File: src/rtl/core/zild_pkg.sv
// Types, opcode constants and length tables for the Z80N instruction length decoder.
// No dependencies; used by every module of the core.
`default_nettype none

package zild_pkg;

  localparam logic [7:0] OP_CB = 8'hCB;
  localparam logic [7:0] OP_ED = 8'hED;
  localparam logic [7:0] OP_DD = 8'hDD;
  localparam logic [7:0] OP_FD = 8'hFD;

  localparam logic [7:0] MASK_RST  = 8'hC7;
  localparam logic [7:0] MASK_PUSH = 8'hCF;

  localparam logic [7:0] ED_NEXTREG_NN = 8'h91;
  localparam logic [7:0] ED_NEXTREG_A  = 8'h92;
  localparam logic [7:0] ED_PUSH_NN    = 8'h8A;
  localparam logic [7:0] ED_TEST_N     = 8'h27;

  localparam logic [2:0] LEN_1 = 3'd1;
  localparam logic [2:0] LEN_2 = 3'd2;
  localparam logic [2:0] LEN_3 = 3'd3;
  localparam logic [2:0] LEN_4 = 3'd4;

  typedef enum logic [1:0] {
    PFX_NONE,
    PFX_CB,
    PFX_ED,
    PFX_IDX
  } prefix_t;

  typedef struct packed {
    logic [7:0] first_byte;
    logic [7:0] second_byte;
  } item_t;

  typedef struct packed {
    logic [2:0] length_bytes;
    logic       second_used;
  } result_t;

  typedef struct packed {
    prefix_t    prefix;
    logic [2:0] len_ed;
    logic [2:0] len_idx;
    logic [2:0] len_plain;
  } lookup_t;

  function automatic prefix_t classify(input logic [7:0] b);
    prefix_t p;
    p = PFX_NONE;
    if (b == OP_CB) begin
      p = PFX_CB;
    end else if (b == OP_ED) begin
      p = PFX_ED;
    end else if (b == OP_DD || b == OP_FD) begin
      p = PFX_IDX;
    end
    return p;
  endfunction

  function automatic logic [2:0] len_after_ed(input logic [7:0] b);
    logic [2:0] len;
    case (b)
      8'h43, 8'h4B, 8'h53, 8'h5B,
      8'h63, 8'h6B, 8'h73, 8'h7B,
      ED_NEXTREG_NN,
      8'h34, 8'h35, 8'h36,
      ED_PUSH_NN:               len = LEN_4;
      ED_NEXTREG_A, ED_TEST_N:  len = LEN_3;
      default:                  len = LEN_2;
    endcase
    return len;
  endfunction

  function automatic logic [2:0] len_after_index(input logic [7:0] b);
    logic [2:0] len;
    case (b)
      OP_CB, 8'h21, 8'h22, 8'h2A, 8'h36: len = LEN_4;
      8'h26, 8'h2E, 8'h34, 8'h35,
      8'h46, 8'h4E, 8'h56, 8'h5E,
      8'h66, 8'h6E, 8'h7E,
      8'h70, 8'h71, 8'h72, 8'h73,
      8'h74, 8'h75, 8'h77,
      8'h86, 8'h8E, 8'h96, 8'h9E,
      8'hA6, 8'hAE, 8'hB6, 8'hBE:        len = LEN_3;
      default:                           len = LEN_2;
    endcase
    return len;
  endfunction

  function automatic logic [2:0] len_plain(input logic [7:0] b);
    logic [2:0] len;
    case (b)
      8'h06, 8'h0E, 8'h16, 8'h1E,
      8'h26, 8'h2E, 8'h36, 8'h3E,
      8'hC6, 8'hCE, 8'hD6, 8'hDE,
      8'hE6, 8'hEE, 8'hF6, 8'hFE,
      8'hD3, 8'hDB,
      8'h10, 8'h18,
      8'h20, 8'h28, 8'h30, 8'h38:        len = LEN_2;
      8'h01, 8'h11, 8'h21, 8'h31,
      8'h22, 8'h2A, 8'h32, 8'h3A,
      8'hC2, 8'hC3, 8'hCA, 8'hD2, 8'hDA,
      8'hE2, 8'hEA, 8'hF2, 8'hFA,
      8'hC4, 8'hCC, 8'hCD, 8'hD4, 8'hDC,
      8'hE4, 8'hEC, 8'hF4, 8'hFC:        len = LEN_3;
      default:                           len = LEN_1;
    endcase
    if (b >= 8'h40 && b <= 8'hBF) begin
      len = LEN_1;
    end
    if ((b & MASK_RST) == 8'hC0 || (b & MASK_RST) == 8'hC7) begin
      len = LEN_1;
    end
    if ((b & MASK_PUSH) == 8'hC1 || (b & MASK_PUSH) == 8'hC5) begin
      len = LEN_1;
    end
    return len;
  endfunction

endpackage

`default_nettype wire

File: src/rtl/core/zild_lookup.sv
// Table lookup stage: prefix class and the three candidate lengths.
// Depends on zild_pkg.
`default_nettype none

module zild_lookup import zild_pkg::*; (
  input  item_t   item,
  output lookup_t lookup
);

  always_comb begin
    lookup.prefix    = classify(item.first_byte);
    lookup.len_ed    = len_after_ed(item.second_byte);
    lookup.len_idx   = len_after_index(item.second_byte);
    lookup.len_plain = len_plain(item.first_byte);
  end

endmodule

`default_nettype wire

File: src/rtl/core/zild_select.sv
// Select stage: picks the final length and second-byte flag by prefix class.
// Depends on zild_pkg.
`default_nettype none

module zild_select import zild_pkg::*; (
  input  lookup_t lookup,
  output result_t result
);

  always_comb begin
    case (lookup.prefix)
      PFX_CB: begin
        result.length_bytes = LEN_2;
        result.second_used  = 1'b0;
      end
      PFX_ED: begin
        result.length_bytes = lookup.len_ed;
        result.second_used  = 1'b1;
      end
      PFX_IDX: begin
        result.length_bytes = lookup.len_idx;
        result.second_used  = 1'b1;
      end
      default: begin
        result.length_bytes = lookup.len_plain;
        result.second_used  = 1'b0;
      end
    endcase
  end

endmodule

`default_nettype wire

File: src/rtl/core/z80n_instruction_length_decode_core.sv
// Top level of the Z80N instruction length decoder: three-stage pipeline.
// Depends on zild_pkg, zild_lookup and zild_select.
//
// Takes the first two bytes fetched at an instruction address and returns the
// instruction length (1 to 4 bytes, prefixes and operands included) and a flag
// that is set when the second byte decided the result (ED, DD or FD prefix).
// One transfer per cycle is accepted while the output is not stalled. The
// stages are an input register, a register after the opcode table lookup and
// the output register, and each result passes through them in that order;
// each stage holds its own valid bit, so a stalled output only backs up the
// stages behind it once they are full.
`default_nettype none

module z80n_instruction_length_decode_core import zild_pkg::*; (
  input  wire logic    clk,
  input  wire logic    rst,
  input  wire logic    item_valid,
  output logic         item_stall,
  input  wire item_t   item,
  output logic         result_valid,
  input  wire logic    result_stall,
  output result_t      result
);

  logic    v1, v2, v3;
  logic    en1, en2, en3;
  item_t   s1;
  lookup_t s2;
  result_t s3;
  lookup_t lookup_next;
  result_t result_next;

  assign en3 = !v3 || !result_stall;
  assign en2 = !v2 || en3;
  assign en1 = !v1 || en2;

  assign item_stall   = !en1;
  assign result_valid = v3;
  assign result       = s3;

  zild_lookup u_lookup (
    .item   (s1),
    .lookup (lookup_next)
  );

  zild_select u_select (
    .lookup (s2),
    .result (result_next)
  );

  always_ff @(posedge clk) begin
    if (rst) begin
      v1 <= 1'b0;
      v2 <= 1'b0;
      v3 <= 1'b0;
    end else begin
      if (en1) begin
        v1 <= item_valid;
      end
      if (en2) begin
        v2 <= v1;
      end
      if (en3) begin
        v3 <= v2;
      end
    end
  end

  always_ff @(posedge clk) begin
    if (en1) begin
      s1 <= item;
    end
    if (en2) begin
      s2 <= lookup_next;
    end
    if (en3) begin
      s3 <= result_next;
    end
  end

  a_len_range: assert property (@(posedge clk) disable iff (rst)
    result_valid |-> (result.length_bytes >= LEN_1 && result.length_bytes <= LEN_4))
    else $error("length out of range");

  a_plain_max3: assert property (@(posedge clk) disable iff (rst)
    result_valid && !result.second_used |-> result.length_bytes <= LEN_3)
    else $error("unprefixed length above 3");

  a_prefixed_min2: assert property (@(posedge clk) disable iff (rst)
    result_valid && result.second_used |-> result.length_bytes >= LEN_2)
    else $error("prefixed length below 2");

  a_mid_hold: assert property (@(posedge clk) disable iff (rst)
    v2 && !en2 |=> v2 && $stable(s2))
    else $error("stalled lookup stage lost its item");

endmodule

`default_nettype wire
File: config.mk
export PLATFORM = sky130hd
export DESIGN_NAME = z80n_instruction_length_decode_core
export DESIGN_NICKNAME = d
export VERILOG_FILES = /design/src/rtl/core/zild_pkg.sv /design/src/rtl/core/zild_lookup.sv /design/src/rtl/core/zild_select.sv /design/src/rtl/core/z80n_instruction_length_decode_core.sv
export SDC_FILE = /design/constraint.sdc
export NUM_CORES = 1
export LEC_CHECK = 0
export BUFFER_PORTS_ARGS = -buffer_cell sky130_fd_sc_hd__buf_2
export CAP_MARGIN = 10
export CORE_ASPECT_RATIO = 1.25
export CORE_MARGIN = 4
export CORE_UTILIZATION = 60
export DETAILED_ROUTE_END_ITERATION = 16
export GPL_TIMING_DRIVEN = 0
export PLACE_DENSITY = 0.88
export SLEW_MARGIN = 20
export SYNTH_ARGS = -nofsm -noshare
export SYNTH_HDL_FRONTEND = slang
export SYNTH_HIERARCHICAL = 1
export SYNTH_SLANG_ARGS = --single-unit
File: constraint.sdc
create_clock -name clk -period 4.9 [get_ports clk]
set_input_delay 0.735 -clock clk [delete_from_list [all_inputs] [get_ports clk]]
set_output_delay 0.735 -clock clk [all_outputs]
set_load 0.1 [all_outputs]
* Word-level counts from Yosys, hierarchy flattened *
Cells that the tools add are included.

storage, ports and cells
  register bits = 34
  output and inout bits = 6

cells by class
  reduce and logical (&&, ||, !) cells = 19
  equality and inequality tests = 103
  magnitude comparators = 2
  muxes and demuxes = 6

operators by type and width
  operator                                                            count
  equality test 8 bit (second input constant)                         44
  equality test 8 x 6 -> 1 bit (second input constant)                23
  equality test 8 x 7 -> 1 bit (second input constant)                21
  OR reduction 26 bit                                                 2
  equality test 8 x 5 -> 1 bit (second input constant)                5
  OR reduction 24 bit                                                 1
  OR reduction 13 bit                                                 1
  equality test 6 bit (second input constant)                         2
  case mux 3 bit (2 select lines)                                     2
  case mux 4 bit (3 select lines)                                     1
  equality test 5 bit (second input constant)                         2
  equality test 8 x 1 -> 1 bit (second input constant)                1
  equality test 8 x 3 -> 1 bit (second input constant)                1
  equality test 8 x 4 -> 1 bit (second input constant)                1
  greater-or-equal comparator 8 x 7 -> 1 bit (second input constant)  1
  <= comparator 8 bit (second input constant)                         1
  logical OR 1 bit                                                    6
  zero test 1 bit                                                     5
  OR reduction 5 bit                                                  1
  equality test 2 bit (second input constant)                         2
  two-way mux 2 bit                                                   2
  case mux 2 bit (2 select lines)                                     1
  OR reduction 3 bit                                                  1
  equality test 2 x 1 -> 1 bit (second input constant)                1
  other kinds (2)                                                     2

* Depth between registers and ports, before layout *
Gate-level depths: netlist (run 1).

  word-level depth = 5
  depth in mapped cells = 6
  mapped depth without buffers = 6

* Cells and area by module *
Netlist (run 1), hierarchy kept.

modules (own cells, without submodules)
  module                               area an instance (µm²)  sequential area each (µm²)  cells an instance  instances
  z80n_instruction_length_decode_core  1046.0                  991.0                       44                 1
  zild_lookup                          641.9                   0.0                         98                 1
  zild_select                          82.6                    0.0                         11                 1

* Worst setup path before layout (run 1) *
Ideal clock, no wire load.

  path type = reg-to-output
  start = register v3, in the netlist result_valid
  end = output item_stall
  slack = 1.753 ns
  stages on the path, launching flop included = 3
  data arrival time = 2.412 ns
  required time = 4.165 ns
  path through = dfxtp_1 nand4_2 inv_1

between the ends
  word-level cells in the longest chain between the ends = 5

ends and longest elaborated chain
  element                 RTL line                                   source
  start, declared         z80n_instruction_length_decode_core.sv:25  logic v1, v2, v3;
  start signal, assigned  z80n_instruction_length_decode_core.sv:64  v3 <= v2;
  zero test 1 bit         z80n_instruction_length_decode_core.sv:33  assign en3 = !v3 || !result_stall;
  logical OR 1 bit        z80n_instruction_length_decode_core.sv:33
  logical OR 1 bit        z80n_instruction_length_decode_core.sv:34  assign en2 = !v2 || en3;
  logical OR 1 bit        z80n_instruction_length_decode_core.sv:35  assign en1 = !v1 || en2;
  named net en1           z80n_instruction_length_decode_core.sv:26  logic en1, en2, en3;
  zero test 1 bit         z80n_instruction_length_decode_core.sv:37  assign item_stall = !en1;
  end, declared           z80n_instruction_length_decode_core.sv:18  output logic item_stall,

The timed path passes the listed nets, and every way through them passes these cells.

* Worst setup path after layout (run 1) *
  start = input result_stall
  end = output item_stall

between the ends
  word-level cells in the longest chain between the ends = 5

ends and longest elaborated chain
  element           RTL line                                   source
  start, declared   z80n_instruction_length_decode_core.sv:21  input wire logic result_stall,
  zero test 1 bit   z80n_instruction_length_decode_core.sv:33
  logical OR 1 bit  z80n_instruction_length_decode_core.sv:33
  logical OR 1 bit  z80n_instruction_length_decode_core.sv:34
  logical OR 1 bit  z80n_instruction_length_decode_core.sv:35
  named net en1     z80n_instruction_length_decode_core.sv:26
  zero test 1 bit   z80n_instruction_length_decode_core.sv:37

The timed path passes the listed nets, and every way through them passes these cells.

==> results of run 1 <==
[final cells by class]
class / count / area [µm²] / share of cell area
Sequential cell: 34 / 991 / 0.496
Multi-Input combinational cell: 101 / 676 / 0.338
Timing Repair Buffer: 25 / 125 / 0.0626
Buffer: 8 / 66.3 / 0.0332
Clock buffer: 7 / 55.1 / 0.0276
Tap cell: 34 / 42.5 / 0.0213
Inverter: 10 / 37.5 / 0.0188
Clock inverter: 1 / 5.00 / 0.00250
[per-stage QoR]
step / setup slack [ns] / area, µm² / power, µW / utilization / cells
3_3_place_gp: 2.30 / 1940 / 419 / 0.702 / 212
3_5_place_dp: 2.27 / 1940 / 423 / 0.702 / 212
4_1_cts: 2.26 / 2000 / 575 / 0.724 / 220
2_1_floorplan: 1.75 / 1770 / 403 / - / 153
5_1_grt: 2.16 / 2000 / 601 / 0.724 / 220
6_report: 2.28 / 2000 / 573 / 0.724 / 220
[logic make-up (layout without fill, tap and decap cells)]
group                      Yosys count  in the layout
AOI/OAI and AO/OA                   36             36
xor gates and xnor gates             1              1
adders and majority gates            3              3
buffers and inverters               18             51
DFF                                 34             34
muxes                                5              5
other                                1              1
and+or+nand+nor                     55             55
[state kept, by name, indices dropped and copies added, names as in the netlist]
register and count:
s1 16, s2 11, result 4, result_valid 1, v1 1, v2 1
[worst paths after layout]
path | from | to | cells past startpoint
setup / recovery | result_stall | item_stall | 4
hold / removal | v1$_SDFFE_PP0P_ | v2$_SDFFE_PP0P_ | 2
setup reg to reg | s1[14]$_DFFE_PP_ | s2[0]$_DFFE_PP_ | 6
hold reg to reg | v1$_SDFFE_PP0P_ | v2$_SDFFE_PP0P_ | 2
[layer usage]
layer / wire length (µm) / up-vias / global-route usage
met4: 68 / 0 / 0.107
met2: 1510 / 69 / 0.319
met3: 272 / 9 / 0.0596
li1: - / 638 / -
met5: 0 / - / 0
met1: 1120 / 576 / 0.175
[where the power goes]
group | switching [µW] | internal [µW] | total, µW
sequential | 10.9 | 329 | 340
clock | 86.9 | 69.4 | 156
combinational | 48.3 | 28.4 | 76.7
total | 146 | 427 | 573
[worst register-to-register path: stages, from the launching register on]
cell,delay (ns)
edfxtp_1,0.45
inv_1,0.09
ha_1,0.24
or4b_1,0.45
o22ai_1,0.16
a41oi_1,0.09
or2_1,0.24
[cells in the mapped netlist (2+ instances only)]
cell	instances
a21oi_1	8
a41oi_1	3
buf_2	2
buf_6	4
dfxtp_1	3
edfxtp_1	31
ha_1	3
inv_1	9
mux2i_1	4
nand2_1	10
nand2b_1	9
nand3_1	6
nand4b_1	2
nor2_1	10
nor2b_1	2
nor3_1	4
o21ai_0	7
o22ai_1	2
o31ai_1	4
or4b_1	2
==> impl_metrics.ini, run 1 <==
[timing]
finClkSkew_ns = 0.00910
max_slew.worst_pin.slew_ns = 0.557
slew_violations = 0
relSlewSlack = 0.627
hold_viol_final = 0
fin_setup_tns_ns = 0
hold_slack_ns = 0.460
period_needed_ns = 2.62
max_freq_ghz = 0.381
fin_crit_sh = 0.535
rsz0062_at_grt = no
finalSetupViolCount = 0

[run]
drv_cap = 0

[clocking]
htreeDepth = 2
cts_setup_buffers = 0
path_clk_slew_ns = 0.10
cts-buffers-inserted = 5
cts-root-buf = clkbuf_4
cts_tree = done
cts_resized = 0
cts_buffer_depth = 2
hold_buffers = 0
clkSinkCount = 34
clkLatencyLatePin_ns = 0.34

[synth]
synth_edf_count = 31
ys_types = 48
syn_inst = 153
synth_top_family_by_area = simple AND/OR/NAND/NOR gates
synth_seq_cells = 34
synth_xor_area_frac = 0.00919
netlist.area_leader.share = 0.526
synth_compound_area_frac = 0.142
synthTopCellsByArea = edfxtp_1 (53%), dfxtp_1 (3.4%), nand2b_1 (3.2%)
synth-main-ff-cell = edfxtp_1
yosysTopAreaCell = edfxtp_1
async_flop_share = 0
syn_area_um2 = 1770
syn_nets = 176
synthSimpleGateAreaFrac = 0.176
avgSynthCellArea_um2 = 11.6
muxShareOfSynthArea = 0.0311
yosysWarnings = 6
yosysSeqAreaShare = 0.560
synthAdderAreaFrac = 0.0212

[critical_path]
max_stage_delay_ns = 0.44
crit_arrival_ns = 1.89
rrSetupSlack_ns = 2.96
cp_slowest_cell = buf_2
cp_cell_sequence = buf_2 -> nand4_2 -> inv_1 -> buf_2
timing.critical_path.mode_cell = buf_2
worst-setup-path-type = input port to output port
cp.required_ns = 4.16
cp-start-kind = input port
endpoint_kind = output port
critical_path.top_delay_family = buffers and inverters
critPathBufInv = 3
worst-path-max-fanout = 18

[grt]
antenna_found_initial = 0
grt_pass1_wl_um = 5140
grt_max_degree = 19
grt_pass1_vias = 1239
grt_overflow = 0
globalRouteTotalUtil = 0.176

[route]
wirelength_um = 2970
drc_errors = 0
routed-via-count = 1292
firstDrtPassIters = 4
ant_nets = 0
drt_iter0_drc = 92
vias_per_cell = 5.87
wl_per_cell_um = 13.5

[die]
core_area_um2 = 2760
io_pins = 26
start_util = 0.642
die_area_um2 = 3890
die_h_um = 68.7
dieWidth_um = 56.6
num_rows = 21

[power_and_ir_drop]
leakagePower_uw = 0.000791
irDropWorstVdd_uv = 202
p_per_area_nw_per_um2 = 287

[final_layout]
syn_to_final_growth_pct = 12.9
layout-drive-gt1-share = 0.247
fin_nets = 208
final_cell_mix = edfxtp_1 (31), buf_2 (27), nand2_1 (10), nor2_1 (10)
fillers = 204
final_common_cell = edfxtp_1
num_antenna_cells = 0

[hold_path]
hold_path_class = flop to flop

[placed_design]
io_buffers = 25
place.gp.congestion = 0.910
dpl.hpwl_um = 2280

[run_status]
status = completed
Power figures use the tool's default switching activity.
==> run 2, diff against run 1 <==
- CORE_UTILIZATION: 60 -> 51
- PLACE_DENSITY: 0.88 -> 0.8
- clock period: 4.9 -> 2.4 ns (I/O delays scaled with it)
==> run 2 against run 1 <==
Global-route usage is 2.0 points lower. Flip-flop and latch count did not move. Critical path depth decreased by 1. Worst setup slack got worse by 2.0 ns. Clock power grew 140%. Largest power group unchanged. Sequential power is 100% higher.
==> impl_metrics.ini, run 2 (same netlist as run 1, synthesis figures left out) <==
[clocking]
cts_tree = done
hold_buffers = 0
cts-buffers-inserted = 5
cts-root-buf = clkbuf_8
path_clk_slew_ns = 0.06
htreeDepth = 2
cts_resized = 0
cts_setup_buffers = 0
cts_buffer_depth = 2
clkLatencyLatePin_ns = 0.28
clkSinkCount = 34

[timing]
fin_setup_tns_ns = 0
max_freq_ghz = 0.476
fin_ws_ns = 0.298
hold_slack_ns = 0.256
fin_crit_sh = 0.876
finalSetupViolCount = 0
rsz0062_at_grt = no
relSlewSlack = 0.621
period_needed_ns = 2.10
hold_viol_final = 0
finClkSkew_ns = 0.00329
slew_violations = 0
max_slew.worst_pin.slew_ns = 0.567

[placed_design]
io_buffers = 25
pre_cts_ws_ns = 0.421
dpl.hpwl_um = 2260
placed_area_um2 = 1950
place.gp.congestion = 0.882

[final_layout]
syn_to_final_growth_pct = 14.6
final_util = 0.618
final_common_cell = edfxtp_1
fin_nets = 208
fin_area_um2 = 2030
final_cell_mix = edfxtp_1 (31), buf_2 (27), nand2_1 (10), nor2_1 (10), nand2b_1 (9)
reg.largest.list = s1 (16), s2 (11), result (4)
num_antenna_cells = 0
regMostFlops = s1
largest_reg_flops = 16
fillers = 256
layout-drive-gt1-share = 0.253

[power_and_ir_drop]
p_per_area_nw_per_um2 = 608
leakagePower_uw = 0.000788
irDropWorstVdd_uv = 455

[run_status]
status = completed

[route]
wl_per_cell_um = 13.4
drc_errors = 0
ant_nets = 0
firstDrtPassIters = 5
routed-via-count = 1291
vias_per_cell = 5.79
wirelength_um = 2980
drt_iter0_drc = 51

[grt]
grt_max_degree = 19
grt_pass1_vias = 1266
grt_overflow = 0
grt_pass1_wl_um = 5150
globalRouteTotalUtil = 0.156
antenna_found_initial = 0

[critical_path]
worst-path-max-fanout = 18
cp_cell_sequence = nand4_2 -> clkinvlp_4 -> buf_2
crit_arrival_ns = 1.74
cp-start-kind = flop
endpoint_kind = output port
max_stage_delay_ns = 0.47
critPathBufInv = 2
cp_slowest_cell = nand4_2
worst-setup-path-type = flop to output port
critical_path.top_delay_family = buffers and inverters
cp.required_ns = 2.04

[hold_path]
hold_path_class = input port to flop

[die]
io_pins = 26
die_h_um = 73.9
die_area_um2 = 4480
dieWidth_um = 60.7
core_area_um2 = 3280
num_rows = 23
start_util = 0.540

[run]
drv_cap = 0
==> run 2: changes by cell type in the layout (fill, tap and decap cells not counted), sizes merged <==
| cell | delta |
|---|---|
| inv | -1 |
| clkbuf | -1 |
| clkinv | +1 |
| clkinvlp | +1 |
==> run 2: layout make-up <==
class / count / area [µm²] / share of cell area
well taps: 37 / 46.3 / 0.0228
inverters: 10 / 41.3 / 0.0204
clock buffers: 6 / 72.6 / 0.0358
repair buffers: 25 / 125 / 0.0617
multi-input cells: 101 / 676 / 0.333
plain buffers: 8 / 66.3 / 0.0327
clock inverters: 2 / 8.76 / 0.00432
flip-flops and latches: 34 / 992 / 0.489
==> run 2: per-stage QoR <==
| stage | instances | total power [µW] |
|---|---|---|
| after floorplan | 153 | 822 |
| after global placement | 215 | 856 |
| after detailed placement | 215 | 864 |
| after CTS | 223 | 1240 |
| after global routing | 223 | 1290 |
| final | 223 | 1230 |
==> run 2: worst reg2reg max path, cell delays in order (launching register included) <==
cell	delay, ns
edfxtp_1	0.44
inv_1	0.10
ha_1	0.24
or4b_1	0.46
o22ai_1	0.17
a41oi_1	0.08
or2_1	0.23
==> run 2: path summary, 6_finish.rpt <==
check	start	end	cells past startpoint	slack, ns
worst max-delay path	v2$_SDFFE_PP0P_	item_stall	3	0.30
worst min-delay path	item[0]	s1[0]$_DFFE_PP_	1	0.26
worst max register to register	s1[14]$_DFFE_PP_	s2[0]$_DFFE_PP_	6	0.45
worst min register to register	v1$_SDFFE_PP0P_	v2$_SDFFE_PP0P_	2	0.46
==> run 2: power by group <==
part	switching, µW	internal (µW)	total [µW]
combinational	100	58.0	158
sequential	22.1	674	696
clock	180	199	379
total	302	930	1230
==> run 2: metal layers <==
layer | global-route usage | part of all wire | up-vias
li1 | - | - | 642
met1 | 0.170 | 0.39 | 579
met2 | 0.262 | 0.50 | 57
met3 | 0.0387 | 0.073 | 13
met4 | 0.101 | 0.033 | 0
met5 | 0 | 0 | -
